`config.mk`:
```
export PLATFORM = sky130hd
export DESIGN_NAME = modbus_rtu_request_framer_top
export DESIGN_NICKNAME = d
export VERILOG_FILES = /design/src/rtl/mbrf_pkg.sv /design/src/rtl/modbus_rtu_request_framer_top.sv /design/src/rtl/mbrf_front.sv /design/src/rtl/mbrf_queue.sv /design/src/rtl/mbrf_back.sv
export SDC_FILE = /design/constraint.sdc
export NUM_CORES = 1
export LEC_CHECK = 0
export ABC_AREA = 1
export BUFFER_PORTS_ARGS = -buffer_cell sky130_fd_sc_hd__buf_2
export CELL_PAD_IN_SITES_DETAIL_PLACEMENT = 2
export CELL_PAD_IN_SITES_GLOBAL_PLACEMENT = 2
export CORE_MARGIN = 2
export CORE_UTILIZATION = 36
export DETAILED_ROUTE_END_ITERATION = 16
export PLACE_DENSITY_LB_ADDON = 0.1
export SETUP_SLACK_MARGIN = 0.2
export SLEW_MARGIN = 40
export SYNTH_ARGS = -nofsm -noshare
export SYNTH_HDL_FRONTEND = slang
export SYNTH_SLANG_ARGS = --single-unit
```
`constraint.sdc`:
```
create_clock -name clk -period 3.75 [get_ports clk]
set_input_delay 0 -clock clk [delete_from_list [all_inputs] [get_ports clk]]
set_output_delay 0 -clock clk [all_outputs]
set_load 0.05 [all_outputs]
```
`src/rtl/mbrf_pkg.sv`:
```
// Shared types, constants and the CRC-16/MODBUS byte step for the request framer.
// Used by every module of the framer; depends on nothing.
`timescale 1ns / 1ps
`default_nettype none

package mbrf_pkg;

    localparam int MAX_WORDS   = 123;
    localparam int WORDS_W     = 7;
    localparam int JOB_BYTES   = 7;
    localparam int QUEUE_DEPTH = 4;
    localparam int QPTR_W      = $clog2(QUEUE_DEPTH);
    localparam int QCNT_W      = $clog2(QUEUE_DEPTH + 1);

    localparam logic [15:0] CRC_INIT = 16'hFFFF;
    localparam logic [15:0] CRC_POLY = 16'hA001;

    localparam logic [7:0] FUNC_READ_HOLDING = 8'h03;
    localparam logic [7:0] FUNC_WRITE_SINGLE = 8'h06;
    localparam logic [7:0] FUNC_WRITE_MULTI  = 8'h10;

    typedef enum logic [1:0] {
        CMD_READ_HOLDING = 2'd0,
        CMD_WRITE_SINGLE = 2'd1,
        CMD_WRITE_MULTI  = 2'd2,
        CMD_WRITE_DATA   = 2'd3
    } cmd_t;

    // One queued job: up to seven plain bytes, then optionally the two CRC bytes.
    typedef struct packed {
        logic [JOB_BYTES-1:0][7:0] bytes;
        logic [2:0]                n_data;
        logic                      tail;
        logic                      restart;
        logic                      err;
    } job_t;

    function automatic logic [15:0] crc_byte(input logic [15:0] crc, input logic [7:0] data);
        logic [15:0] c;
        c = crc ^ {8'h00, data};
        for (int k = 0; k < 8; k++)
        begin
            c = c[0] ? ((c >> 1) ^ CRC_POLY) : (c >> 1);
        end
        return c;
    endfunction

endpackage

`default_nettype wire

```
`src/rtl/modbus_rtu_request_framer_top.sv`:
```
// Modbus RTU request framer: commands in, request frame bytes with CRC-16 out.
// Usage:
//   Input channel s_*: s_tuser is the command (0 read holding, 1 write single,
//   2 write multiple header, 3 write multiple data word); s_tdata carries the
//   slave address, register address and count or value.
//   Output channel m_*: one frame byte per item, m_tlast on the CRC high byte
//   that closes a frame, m_tuser set on the single item of a rejected command.
//   Path: when the block is empty, an accepted item passes through the job
//   queue and the output register before its first byte can be taken.
//   Throughput: one output byte per cycle unless stalled. An item gives
//   8 bytes for reads and single writes, 7 for a multi-write header, 2 or 4
//   for a data word, 1 for a rejected item. The output serializer sets
//   this rate; a four-entry job queue lets new items in while it works.
//   Reset clears the queue, the open-frame tracking and the running CRC.
//   When the receiver stalls, the output byte holds, the queue fills, and then
//   s_tready drops until room frees up.
// Depends on mbrf_pkg, mbrf_front, mbrf_queue and mbrf_back.
`timescale 1ns / 1ps
`default_nettype none

module modbus_rtu_request_framer_top (
    input  wire logic        clk,
    input  wire logic        rst_n,
    input  wire logic        s_tvalid,
    output logic             s_tready,
    input  wire logic [39:0] s_tdata,   // slave_address, register_address, count_or_value
    input  wire logic [1:0]  s_tuser,   // command
    output logic             m_tvalid,
    input  wire logic        m_tready,
    output logic [7:0]       m_tdata,   // frame_byte
    output logic             m_tlast,
    output logic [0:0]       m_tuser    // error
);

    logic           q_full;
    logic           q_push;
    logic           q_pop;
    logic           q_not_empty;
    mbrf_pkg::job_t push_job;
    mbrf_pkg::job_t head_job;

    mbrf_front u_front (
        .clk      (clk),
        .rst_n    (rst_n),
        .s_tvalid (s_tvalid),
        .s_tready (s_tready),
        .s_tdata  (s_tdata),
        .s_tuser  (s_tuser),
        .q_full   (q_full),
        .q_push   (q_push),
        .q_job    (push_job)
    );

    mbrf_queue u_queue (
        .clk       (clk),
        .rst_n     (rst_n),
        .push      (q_push),
        .push_job  (push_job),
        .full      (q_full),
        .pop       (q_pop),
        .head      (head_job),
        .not_empty (q_not_empty)
    );

    mbrf_back u_back (
        .clk       (clk),
        .rst_n     (rst_n),
        .job       (head_job),
        .job_valid (q_not_empty),
        .pop       (q_pop),
        .m_tvalid  (m_tvalid),
        .m_tready  (m_tready),
        .m_tdata   (m_tdata),
        .m_tlast   (m_tlast),
        .m_tuser   (m_tuser)
    );

endmodule

`default_nettype wire

```
`src/rtl/mbrf_front.sv`:
```
// Front end of the framer: accepts commands, tracks the open multi-write frame
// and turns each item into a byte job for the queue. Depends on mbrf_pkg.
`timescale 1ns / 1ps
`default_nettype none

module mbrf_front (
    input  wire logic          clk,
    input  wire logic          rst_n,
    input  wire logic          s_tvalid,
    output logic               s_tready,
    input  wire logic [39:0]   s_tdata,
    input  wire logic [1:0]    s_tuser,
    input  wire logic          q_full,
    output logic               q_push,
    output mbrf_pkg::job_t     q_job
);

    mbrf_pkg::cmd_t                    cmd;
    logic [7:0]                        slave;
    logic [15:0]                       reg_addr;
    logic [15:0]                       val;
    logic                              count_bad;
    logic [7:0]                        func;
    logic [mbrf_pkg::WORDS_W-1:0]      words_dec;
    logic [mbrf_pkg::WORDS_W-1:0]      words_left_reg;
    logic [mbrf_pkg::WORDS_W-1:0]      words_left_next;
    logic                              frame_open_reg;
    logic                              frame_open_next;
    mbrf_pkg::job_t                    job;

    assign cmd      = mbrf_pkg::cmd_t'(s_tuser);
    assign slave    = s_tdata[7:0];
    assign reg_addr = s_tdata[23:8];
    assign val      = s_tdata[39:24];

    assign s_tready = !q_full;
    assign q_push   = s_tvalid && !q_full;
    assign q_job    = job;

    assign count_bad = (val == 16'd0) || (val > 16'(mbrf_pkg::MAX_WORDS));
    assign words_dec = words_left_reg - 1'b1;

    always_comb
    begin
        unique case (cmd)
            mbrf_pkg::CMD_READ_HOLDING: func = mbrf_pkg::FUNC_READ_HOLDING;
            mbrf_pkg::CMD_WRITE_SINGLE: func = mbrf_pkg::FUNC_WRITE_SINGLE;
            default:                    func = mbrf_pkg::FUNC_WRITE_MULTI;
        endcase
    end

    always_comb
    begin
        job             = '0;
        words_left_next = words_left_reg;
        frame_open_next = frame_open_reg;
        if (cmd == mbrf_pkg::CMD_WRITE_DATA)
        begin
            if (!frame_open_reg)
            begin
                job.n_data = 3'd1;
                job.err    = 1'b1;
            end
            else
            begin
                job.bytes[0]    = val[15:8];
                job.bytes[1]    = val[7:0];
                job.n_data      = 3'd2;
                words_left_next = words_dec;
                if (words_dec == '0)
                begin
                    job.tail        = 1'b1;
                    frame_open_next = 1'b0;
                end
            end
        end
        else if (cmd == mbrf_pkg::CMD_WRITE_MULTI && count_bad)
        begin
            // A rejected count leaves any open frame untouched.
            job.n_data = 3'd1;
            job.err    = 1'b1;
        end
        else
        begin
            job.restart  = 1'b1;
            job.bytes[0] = slave;
            job.bytes[1] = func;
            job.bytes[2] = reg_addr[15:8];
            job.bytes[3] = reg_addr[7:0];
            job.bytes[4] = val[15:8];
            job.bytes[5] = val[7:0];
            if (cmd == mbrf_pkg::CMD_WRITE_MULTI)
            begin
                // Byte count is twice the word count; the count is at most 123.
                job.bytes[6]    = {val[6:0], 1'b0};
                job.n_data      = 3'd7;
                words_left_next = val[mbrf_pkg::WORDS_W-1:0];
                frame_open_next = 1'b1;
            end
            else
            begin
                job.n_data      = 3'd6;
                job.tail        = 1'b1;
                words_left_next = '0;
                frame_open_next = 1'b0;
            end
        end
    end

    always_ff @(posedge clk or negedge rst_n)
    begin
        if (!rst_n)
        begin
            words_left_reg <= '0;
            frame_open_reg <= 1'b0;
        end
        else if (q_push)
        begin
            words_left_reg <= words_left_next;
            frame_open_reg <= frame_open_next;
        end
    end

endmodule

`default_nettype wire

```
`src/rtl/mbrf_queue.sv`:
```
// Short job queue between the framer's front and back ends.
// Depends on mbrf_pkg for the job type and depth.
`timescale 1ns / 1ps
`default_nettype none

module mbrf_queue (
    input  wire logic           clk,
    input  wire logic           rst_n,
    input  wire logic           push,
    input  wire mbrf_pkg::job_t push_job,
    output logic                full,
    input  wire logic           pop,
    output mbrf_pkg::job_t      head,
    output logic                not_empty
);

    mbrf_pkg::job_t                 mem_reg [mbrf_pkg::QUEUE_DEPTH];
    logic [mbrf_pkg::QPTR_W-1:0]    wr_ptr_reg;
    logic [mbrf_pkg::QPTR_W-1:0]    rd_ptr_reg;
    logic [mbrf_pkg::QCNT_W-1:0]    count_reg;
    logic [mbrf_pkg::QCNT_W-1:0]    count_next;
    logic                           do_pop;

    assign full      = (count_reg == mbrf_pkg::QCNT_W'(mbrf_pkg::QUEUE_DEPTH));
    assign not_empty = (count_reg != '0);
    assign head      = mem_reg[rd_ptr_reg];
    assign do_pop    = pop && not_empty;

    always_comb
    begin
        count_next = count_reg;
        if (push && !do_pop)
        begin
            count_next = count_reg + 1'b1;
        end
        else if (do_pop && !push)
        begin
            count_next = count_reg - 1'b1;
        end
    end

    always_ff @(posedge clk)
    begin
        if (push)
        begin
            mem_reg[wr_ptr_reg] <= push_job;
        end
    end

    always_ff @(posedge clk or negedge rst_n)
    begin
        if (!rst_n)
        begin
            wr_ptr_reg <= '0;
            rd_ptr_reg <= '0;
            count_reg  <= '0;
        end
        else
        begin
            if (push)
            begin
                wr_ptr_reg <= wr_ptr_reg + 1'b1;
            end
            if (do_pop)
            begin
                rd_ptr_reg <= rd_ptr_reg + 1'b1;
            end
            count_reg <= count_next;
        end
    end

endmodule

`default_nettype wire

```
`src/rtl/mbrf_back.sv`:
```
// Back end of the framer: walks the head job byte by byte, folds bytes into the
// running CRC and drives the registered output stream. Depends on mbrf_pkg.
`timescale 1ns / 1ps
`default_nettype none

module mbrf_back (
    input  wire logic           clk,
    input  wire logic           rst_n,
    input  wire mbrf_pkg::job_t job,
    input  wire logic           job_valid,
    output logic                pop,
    output logic                m_tvalid,
    input  wire logic           m_tready,
    output logic [7:0]          m_tdata,
    output logic                m_tlast,
    output logic [0:0]          m_tuser
);

    logic [2:0]  idx_reg;
    logic [15:0] crc_reg;
    logic        out_valid_reg;
    logic [7:0]  out_byte_reg;
    logic        out_last_reg;
    logic        out_err_reg;

    logic        load;
    logic [15:0] crc_base;
    logic [15:0] crc_next;
    logic [7:0]  byte_next;
    logic        last_next;
    logic [3:0]  total;
    logic        final_byte;

    assign load = job_valid && (!out_valid_reg || m_tready);
    assign pop  = load && final_byte;

    assign total      = {1'b0, job.n_data} + (job.tail ? 4'd2 : 4'd0);
    assign final_byte = ({1'b0, idx_reg} + 4'd1) == total;

    // A new frame starts its CRC afresh, dropping any abandoned partial frame.
    assign crc_base = (job.restart && idx_reg == 3'd0) ? mbrf_pkg::CRC_INIT : crc_reg;

    always_comb
    begin
        byte_next = 8'h00;
        last_next = 1'b0;
        crc_next  = crc_base;
        if (idx_reg < job.n_data)
        begin
            byte_next = job.bytes[idx_reg];
            if (!job.err)
            begin
                crc_next = mbrf_pkg::crc_byte(crc_base, byte_next);
            end
        end
        else if (idx_reg == job.n_data)
        begin
            byte_next = crc_base[7:0];
        end
        else
        begin
            byte_next = crc_base[15:8];
            last_next = 1'b1;
            crc_next  = mbrf_pkg::CRC_INIT;
        end
    end

    always_ff @(posedge clk or negedge rst_n)
    begin
        if (!rst_n)
        begin
            idx_reg       <= '0;
            crc_reg       <= mbrf_pkg::CRC_INIT;
            out_valid_reg <= 1'b0;
        end
        else
        begin
            if (load)
            begin
                idx_reg       <= final_byte ? 3'd0 : idx_reg + 3'd1;
                crc_reg       <= crc_next;
                out_valid_reg <= 1'b1;
            end
            else if (m_tready)
            begin
                out_valid_reg <= 1'b0;
            end
        end
    end

    always_ff @(posedge clk)
    begin
        if (load)
        begin
            out_byte_reg <= byte_next;
            out_last_reg <= last_next;
            out_err_reg  <= job.err;
        end
    end

    assign m_tvalid   = out_valid_reg;
    assign m_tdata    = out_byte_reg;
    assign m_tlast    = out_last_reg;
    assign m_tuser[0] = out_err_reg;

endmodule

`default_nettype wire

```
==> impl_metrics.tcl, run 1 <==
set metrics [dict create \
    diodes 0 \
    layoutNonFillerInstCount 1947 \
    cts_buffer_depth 3 \
    cp-end-kind "register" \
    grt_pass1_vias 11300 \
    yosys_register_bits 285 \
    status "completed" \
    drive_above_1_share 0.131 \
    largest_reg_flops 240 \
    max-slew-margin-rel 0.462 \
    crit_top_cell "nand2_1" \
    hold_viol 0 \
    layout_common_cells "307 x nand2_1, 250 x edfxtp_1, 162 x nor2_1" \
    ys_seq_area_frac 0.629 \
    grt_pass1_wl_mm 66.1 \
    vias 10200 \
    clk_pin_slew_worst_paths_ns 0.06 \
    netlist_area_um2 13400 \
    setup_tns_ns 0 \
    grt-ovfl-total 0 \
    synth_top_cell_by_area "edfxtp_1" \
    hold_path_depth 5 \
    holdWs_ns 0.0314 \
    worst_pin_slew_ns 0.799 \
    startpoint_type "register" \
    path_buf_inv 2 \
    clock-root-buffer "clkbuf_16" \
    core_area_um2 36600 \
    drc 0 \
    numPortBuffers 57 \
    die_w_um 197 \
    cp_max_fo 34 \
    wl_per_cell_um 21.8 \
    dieArea_um2 38600 \
    num_rows 70 \
    dr.pass1.iters 4 \
    rrSetupSlack_ns 0.58 \
    fp.dieH_um 197 \
    syn_to_final_growth_pct 18.6 \
    layout_commonest_cell "nand2_1" \
    ys_async_sr_fraction 0.123 \
    min_path_type "in2reg" \
    synth_top_cell_area_share 0.562 \
    clock_skew_ns 0.0149 \
    totalPowerFinal_w 0.0153 \
    whs_endpoint "u_front.words_left_reg[6]" \
    ys.flop_type "edfxtp_1" \
    place.gp.congestion 0.827 \
    drv_slew 0 \
    netlist_instances 1340 \
    synthDistinctLibCells 45 \
    rr_worst_depth 20 \
    clock_latency_ns 0.52 \
    ant_nets 0 \
    cts_sinks 285 \
    stdcell_area_um2 15800 \
    leakage_nw 6.51 \
    min_from "s_tdata[30]" \
    rsz0062_at_grt "false" \
    power_density_nw_per_um2 967 \
    ir_drop_mv 0.387 \
    worst_ep_arrival_time_ns 3.62 \
    max_freq_mhz 315 \
    cp_cell_sequence "buf_12 -> buf_4 -> o21ai_1 -> o211ai_1 -> nand3_1 -> nand2_1 -> nand2_1 -> nand2_2 -> nand2_1 -> nand2_1 -> nand2_1 -> nand2_1 -> nand2_1 -> nand3_1 -> nand3_1 -> nand2_1 -> nand2_1 -> nand3_1 -> nand2_1 -> a21oi_2" \
    start_util 0.365 \
    fin_crit_ns 3.17 \
    r2r-end "u_back.crc_reg[0]" \
    numCtsBuffers 34 \
    critPathTopFamily "simple AND/OR/NAND/NOR gates" \
    critPathMaxStageDelay_ns 0.55 \
    dp_hpwl_mm 28.3 \
    worstSetupPathType "reg2reg" \
    critPathRequiredTime_ns 4.20 \
    setup_viol 0 \
    htreeDepth 2 \
    grt.total_usage 0.225 \
    drt_iter0_drc 525 \
    nNetsFinal 1515 \
    slowest_stage "dfrtp_2" \
    max_cap_viol_count 0 \
    fin_crit_sh 0.845 \
    drt_wl_total_mm 42.4 \
    timing.rr.start "u_queue.rd_ptr_reg[1]" \
    dp.cells 1844 \
    ys_warn_count 0 \
    syn_nets 1401 \
    synth_edf_count 250 \
    synthTopCellsByArea "edfxtp_1 56%, nand2_1 8.6%, nor2_1 4.7%, o21ai_0 4.2%, inv_1 4.0%" \
    placed_cell_area_um2 14300 \
    vias_per_cell 5.22 \
    antenna_found_initial 1 \
    cts_tree "done" \
    avgSynthCellArea_um2 9.96 \
    io_pins 58 \
    grt_max_degree 60 \
]
-- stage by stage --
stage | setup WS (ns) | util
finish | 0.579 | 0.432
global route | 0.217 | 0.432
CTS | 0.354 | 0.430
detailed placement | 0.375 | 0.390
global placement | 0.497 | 0.390
floorplan | -0.439 | -
-- synthesized netlist by cell type, drive strengths merged (2+ instances only) --
master / instances
dfstp: 16
clkinv: 2
nor2: 168
nand2: 314
a21oi: 24
buf: 44
o211ai: 19
edfxtp: 250
a22oi: 5
a31oi: 2
nand3: 93
clkbuf: 16
o221ai: 6
xor2: 10
o21ai: 134
or2: 2
dfrtp: 19
o22ai: 24
ha: 14
xnor2: 7
a32oi: 4
nand4: 4
nor3: 4
inv: 153
-- cells by family after synthesis --
kind of cell    count (synthesis)  share of synthesized area
flops                         285                      0.629
compound gates                220                     0.0932
xor+xnor                       17                     0.0117
fa+ha+maj                      15                     0.0146
simple gates                  588                      0.179
buf+inv                       215                     0.0719
-- timing repair --
action                                  CTS  global route
hold endpoints to repair                164             0
endpoints found under the setup margin    0             3
hold buffers                             39             0
gates resized for setup                   0            12
buffers inserted                          0             2
-- per-layer routing --
metal  track usage  part of all wire  up-vias
li1              -                 -     4754
met1         0.292              0.44     5188
met2         0.400              0.51      148
met3        0.0303             0.035       62
met4        0.0510             0.020        2
met5             0           0.00021        -
-- worst max path at each step --
stage | startpoint | end | slack, ns | cells after the start
floorplan | u_queue.count_reg[0] | u_queue.mem_reg[0][0] | -0.44 | 4
global placement | u_queue.rd_ptr_reg[0] | u_queue.count_reg[2] | 0.50 | 14
detailed placement | u_queue.rd_ptr_reg[1] | u_back.crc_reg[0] | 0.38 | 20
CTS | u_queue.rd_ptr_reg[1] | u_back.crc_reg[0] | 0.35 | 20
global route | u_queue.rd_ptr_reg[1] | u_back.crc_reg[0] | 0.22 | 24
finish | u_queue.rd_ptr_reg[1] | u_back.crc_reg[0] | 0.58 | 20
-- power by group --
part	leakage, nW	switching, W	total (W)	internal, W
sequential	2.75	0.000285	0.00472	0.00443
clock	0.520	0.00131	0.00318	0.00187
combinational	3.23	0.00514	0.00742	0.00228
total	6.51	0.00674	0.0153	0.00858
-- worst reg2reg max path, delay by kind of cell (launching register included) --
kind	cells	cell delay (ns)
flip-flops	1	0.55
AND/OR/NAND/NOR	15	1.51
buffers and inverters	2	0.57
AO/OA/AOI/OAI	3	0.45
-- layout make-up --
class | count | area (um2)
Fill cell | 3885 | 20800
Sequential cell | 285 | 8410
Multi-Input combinational cell | 840 | 4040
Timing Repair Buffer | 138 | 1140
Clock buffer | 41 | 908
Inverter | 155 | 597
Tap cell | 468 | 586
Clock inverter | 20 | 158
Power figures use the tool's default switching activity.
==> run 2: changes to the inputs <==
- clock period: 3.75 -> 2.81 ns (I/O delays scaled with it)
==> run 2 against run 1 <==
Net effect:
- the run now ends with negative setup slack left
- die area stayed put
- utilization is 7.4 points higher
- worst setup slack got worse by 0.89 ns
- maximum frequency is 1.8% higher
- worst hold slack got worse by 0.0070 ns
- cell area grew 17%
==> impl_metrics.tcl, run 2 (same netlist as run 1, synthesis figures left out) <==
set metrics [dict create \
    status "finished with violations" \
    violations "negative setup slack" \
    fin_crit_ns 3.12 \
    ant_nets 0 \
    core_area_um2 36600 \
    clock_skew_ns 0.0132 \
    clock-root-buffer "clkbuf_16" \
    fin_crit_sh 1.11 \
    fillers 3619 \
    dp_hpwl_mm 29.3 \
    cts_buffer_depth 3 \
    die_w_um 197 \
    drc 0 \
    drt_iter0_drc 600 \
    cp_max_fo 8 \
    critPathMaxStageDelay_ns 0.50 \
    max-slew-margin-rel 0.385 \
    vias_per_cell 5.35 \
    hold_path_depth 3 \
    clk_pin_slew_worst_paths_ns 0.06 \
    dp.cells 1899 \
    timing.rr.start "u_queue.rd_ptr_reg[0]" \
    rr_worst_depth 23 \
    place.gp.congestion 0.833 \
    io_pins 58 \
    rrSetupSlack_ns -0.31 \
    dieArea_um2 38600 \
    drt_wl_total_mm 51.5 \
    max_cap_viol_count 0 \
    dr.pass1.iters 4 \
    grt_pass1_vias 12000 \
    grt_use_met2 0.435 \
    grt.total_usage 0.241 \
    startpoint_type "register" \
    worst_ep_arrival_time_ns 3.58 \
    drive_above_1_share 0.338 \
    r2r-end "u_back.crc_reg[0]" \
    start_util 0.365 \
    largest_reg_flops 240 \
    critPathRequiredTime_ns 3.27 \
    placed_cell_area_um2 14900 \
    layout_common_cells "250 x edfxtp_1, 204 x nand2_1, 145 x nor2_1" \
    htreeDepth 2 \
    rsz0062_at_grt "true" \
    layoutNonFillerInstCount 2058 \
    drv_slew 0 \
    min_path_type "in2reg" \
    grt-ovfl-total 0 \
    num_rows 70 \
    cts_sinks 285 \
    fp.dieH_um 197 \
    crit_top_cell "nand2_2" \
    worst_pin_slew_ns 0.913 \
    slowest_stage "dfrtp_4" \
    layout_commonest_cell "edfxtp_1" \
    clock_latency_ns 0.54 \
    wl_per_cell_um 25.0 \
    cts_tree "done" \
    grt.met3_usage 0.0364 \
    nNetsFinal 1626 \
    numCtsBuffers 35 \
    hold_viol 0 \
    setup_ws_ns -0.306 \
    whs_endpoint "u_queue.mem_reg[2][11]" \
    diodes 0 \
    stdcell_area_um2 18500 \
    min_from "s_tdata[5]" \
    numPortBuffers 57 \
    grt_pass1_wl_mm 70.4 \
    grt_max_degree 61 \
    cp-end-kind "register" \
    max_freq_mhz 321 \
    vias 11000 \
    worstSetupPathType "reg2reg" \
    grt_use_met1 0.298 \
    syn_to_final_growth_pct 38.8 \
    busiest_layer "met2" \
    antenna_found_initial 0 \
    setup_viol 17 \
    cp_cell_sequence "buf_12 -> clkinv_16 -> buf_12 -> buf_12 -> nor2_1 -> o21ai_2 -> nand2_1 -> nand2_1 -> nor2_2 -> nand2_2 -> nand2_2 -> nand2_2 -> nand2_2 -> nand3_2 -> nand2_4 -> nand3_4 -> nand3_4 -> nand3_2 -> nand2_2 -> nand2_1 -> nand3_1 -> nand2_1 -> a21oi_2" \
]
==> run 2: changes by cell type in the layout (fill, tap and decap cells not counted), moves of 33 or more <==
| cell | before | now |
|---|---|---|
| nand2_4 | 0 | 48 |
| nand2_1 | 307 | 204 |
| nand2_2 | 7 | 62 |
| nand3_2 | 1 | 40 |
| o21ai_1 | 21 | 54 |
| nand3_1 | 91 | 39 |
| buf_4 | 31 | 90 |
| o21ai_0 | 113 | 64 |
==> run 2: stage by stage <==
stage / setup TNS, ns / hold slack [ns] / setup slack, ns / utilization
floorplan: -104.42 / -0.296 / -0.433 / -
global placement: 0 / 0.0259 / 0.0118 / 0.408
detailed placement: -0.416 / 0.0446 / -0.146 / 0.408
CTS: -0.0345 / 0.00813 / -0.0243 / 0.473
global route: -3.81 / 0.0173 / -0.459 / 0.506
finish: -1.34 / 0.0244 / -0.306 / 0.506
==> run 2: cell type report <==
type | count | area, um2 | area share
Timing Repair inverter | 1 | 6.26 | 0.000338
Inverter | 155 | 646 | 0.0348
Timing Repair Buffer | 247 | 2500 | 0.135
Sequential cell | 285 | 8410 | 0.454
Tap cell | 468 | 586 | 0.0316
Clock inverter | 9 | 58.8 | 0.00317
Multi-Input combinational cell | 840 | 5290 | 0.285
Clock buffer | 53 | 1040 | 0.0559
==> run 2: what timing repair did <==
action                                  CTS  global route
cloned                                    6             7
hold endpoints to repair                165             0
hold buffers                             39             0
buffers inserted                         30            15
pin swaps                                37            95
endpoints found under the setup margin   25            29
gates resized for setup                 146           221
==> run 2: worst max-delay path, delay by kind of cell (launching register included) <==
kind | cells | cell delay [ns]
simple gates | 17 | 1.75
compound gates | 2 | 0.24
buf+inv | 4 | 0.53
flops | 1 | 0.50
==> run 2: how the worst max path moves through the flow <==
stage,startpoint,endpoint,cells after the start
2_1_floorplan,u_queue.count_reg[0],u_queue.mem_reg[0][0],4
3_3_place_gp,u_queue.rd_ptr_reg[0],u_back.crc_reg[0],22
3_5_place_dp,u_queue.rd_ptr_reg[0],u_back.crc_reg[0],24
4_1_cts,u_queue.rd_ptr_reg[0],u_back.crc_reg[0],24
5_1_grt,u_queue.rd_ptr_reg[0],u_back.crc_reg[0],22
6_report,u_queue.rd_ptr_reg[0],u_back.crc_reg[0],23
==> run 2: metal layers <==
metal	part of all wire	vias to the layer above	wire, um
met5	0	-	0
met4	0.026	0	1330
met3	0.033	91	1690
met2	0.53	213	27300
met1	0.41	5721	21200
li1	-	4982	-
Power of run 2 is left out: the tool's default activity adds up to more than one toggle a clock period on the data nets, which glitch-free logic cannot reach.
==> run 3: changes to the inputs <==
--- a/config.mk
+++ b/config.mk
@@ -14,3 +14,3 @@
 export DETAILED_ROUTE_END_ITERATION = 16
-export PLACE_DENSITY_LB_ADDON = 0.1
+export PLACE_DENSITY = 0.82
 export SETUP_SLACK_MARGIN = 0.2
--- a/constraint.sdc
+++ b/constraint.sdc
@@ -3,2 +3,2 @@
 set_output_delay 0 -clock clk [all_outputs]
-set_load 0.05 [all_outputs]
+set_load 0.005 [all_outputs]
==> run 3 against run 2 <==
Net effect:
- the flow still finishes with violations (negative setup slack)
- routed wire length rose by 31%
- register-to-register slack got worse by 0.15 ns
- worst hold slack improved by 0.029 ns
- utilization up 0.28 points
- largest cell class unchanged
- worst setup slack got worse by 0.15 ns
- cell area increased by 0.55%
- via count grew 9.8%
==> impl_metrics.tcl, run 3 (same netlist as run 1, synthesis figures left out) <==
set metrics [dict create \
    status "finished with violations" \
    violations "negative setup slack" \
    dp_hpwl_mm 29.0 \
    core_area_um2 36600 \
    numPortBuffers 57 \
    drc 0 \
    clock_latency_ns 0.57 \
    grt_use_met2 0.529 \
    cp_max_fo 7 \
    drive_above_1_share 0.348 \
    clk_pin_slew_worst_paths_ns 0.06 \
    die_w_um 197 \
    clock-root-buffer "clkbuf_16" \
    clock_skew_ns 0.0306 \
    vias_per_cell 5.90 \
    numCtsBuffers 34 \
    fin_crit_sh 1.16 \
    max_freq_mhz 306 \
    cts_sinks 285 \
    fin_util 0.509 \
    grt_pass1_vias 13100 \
    dr.pass1.iters 5 \
    register_area_um2 8410 \
    fin_crit_ns 3.27 \
    busiest_layer "met2" \
    max_cap_viol_count 0 \
    worst_pin_slew_ns 1.07 \
    cts_buffer_depth 3 \
    grt.total_usage 0.296 \
    hold_viol 0 \
    layout_commonest_cell "edfxtp_1" \
    grt_use_met1 0.340 \
    dieArea_um2 38600 \
    grt-ovfl-total 0 \
    min_path_type "in2reg" \
    setup_ws_ns -0.457 \
    worst_ep_arrival_time_ns 3.74 \
    fp.dieH_um 197 \
    max-slew-margin-rel 0.278 \
    grt_max_degree 61 \
    num_rows 70 \
    layout_common_cells "250 x edfxtp_1, 207 x nand2_1, 137 x nor2_1" \
    wl_per_cell_um 32.8 \
    fillers 3599 \
    worstSetupPathType "reg2reg" \
    antenna_found_initial 1 \
    grt_pass1_wl_mm 84.3 \
    cp-end-kind "register" \
    setup_tns_ns -4.50 \
    multi_input_area_um2 5460 \
    diodes 0 \
    vias 12100 \
    cts_tree "done" \
    startpoint_type "register" \
    syn_to_final_growth_pct 39.5 \
    place.gp.congestion 0.825 \
    critPathRequiredTime_ns 3.28 \
    largest_reg_flops 240 \
    grt.met3_usage 0.0556 \
    rsz0062_at_grt "true" \
    nNetsFinal 1622 \
    drt_wl_total_mm 67.3 \
    start_util 0.365 \
    setup_viol 24 \
    drv_slew 0 \
    htreeDepth 2 \
    io_pins 58 \
    drt_iter0_drc 1168 \
    ant_nets 0 \
]
[run 3: worst paths after layout]
path	startpoint	slack [ns]	to	cells after the start
min reg2reg	u_back.crc_reg[13]	0.50	u_back.crc_reg[13]	2
min	s_tvalid	0.05	u_queue.wr_ptr_reg[0]	4
max	u_queue.rd_ptr_reg[0]	-0.46	u_back.crc_reg[0]	19
min in group asynchronous	rst_n	0.09	u_back.idx_reg[1]	2
max reg2reg	u_queue.rd_ptr_reg[0]	-0.46	u_back.crc_reg[0]	19
max in group asynchronous	rst_n	1.96	u_back.crc_reg[13]	3
[run 3: timing repair]
item / 4_1_cts / 5_1_grt
hold buffers: 37 / 2
setup buffers: 30 / 38
pin swaps: 41 / 110
hold endpoints to repair: 151 / 8
gates cloned: 10 / 6
resized for setup: 134 / 273
setup endpoints to repair: 28 / 59
[run 3: area by class of cell]
type	instances	area share
repair inverters	1	0.000336
multi-input cells	841	0.293
flip-flops and latches	285	0.451
well taps	468	0.0314
clock buffers	42	0.0473
repair buffers	243	0.135
clock inverters	15	0.00779
inverters	155	0.0338
[run 3: critical path, cell delays in order (launching register included)]
cell	delay [ns]
dfrtp_4	0.55
clkinv_8	0.13
buf_12	0.17
buf_12	0.13
buf_16	0.14
buf_8	0.13
o21ai_0	0.29
o22ai_1	0.19
nand2_1	0.16
nand3_2	0.15
nand2_4	0.16
xnor2_4	0.15
inv_1	0.16
nand3_2	0.11
nand3_2	0.10
nand2_4	0.10
nand2_1	0.07
nand3_2	0.06
nand2_2	0.06
a21oi_2	0.14
[run 3: through the flow]
stage                     instance area, um2  hold WS (ns)  instances  setup WS, ns
final                                  18600        0.0539       2050        -0.457
after global routing                   18600        0.0818       2050        -0.494
after CTS                              17100       0.00369       2004        -0.133
after detailed placement               14700        0.0920       1870        -0.184
after global placement                 14700        0.0951       1870        0.0136
after floorplan                        13500        -0.296       1340        -0.301
[run 3: routing by layer]
layer  wire (um)  vias to the layer above
met5          13                        -
met4        3640                        2
met3        3830                      211
met2       34700                      633
met1       25100                     6264
li1            -                     4975
Power of run 3 is left out for the same reason.
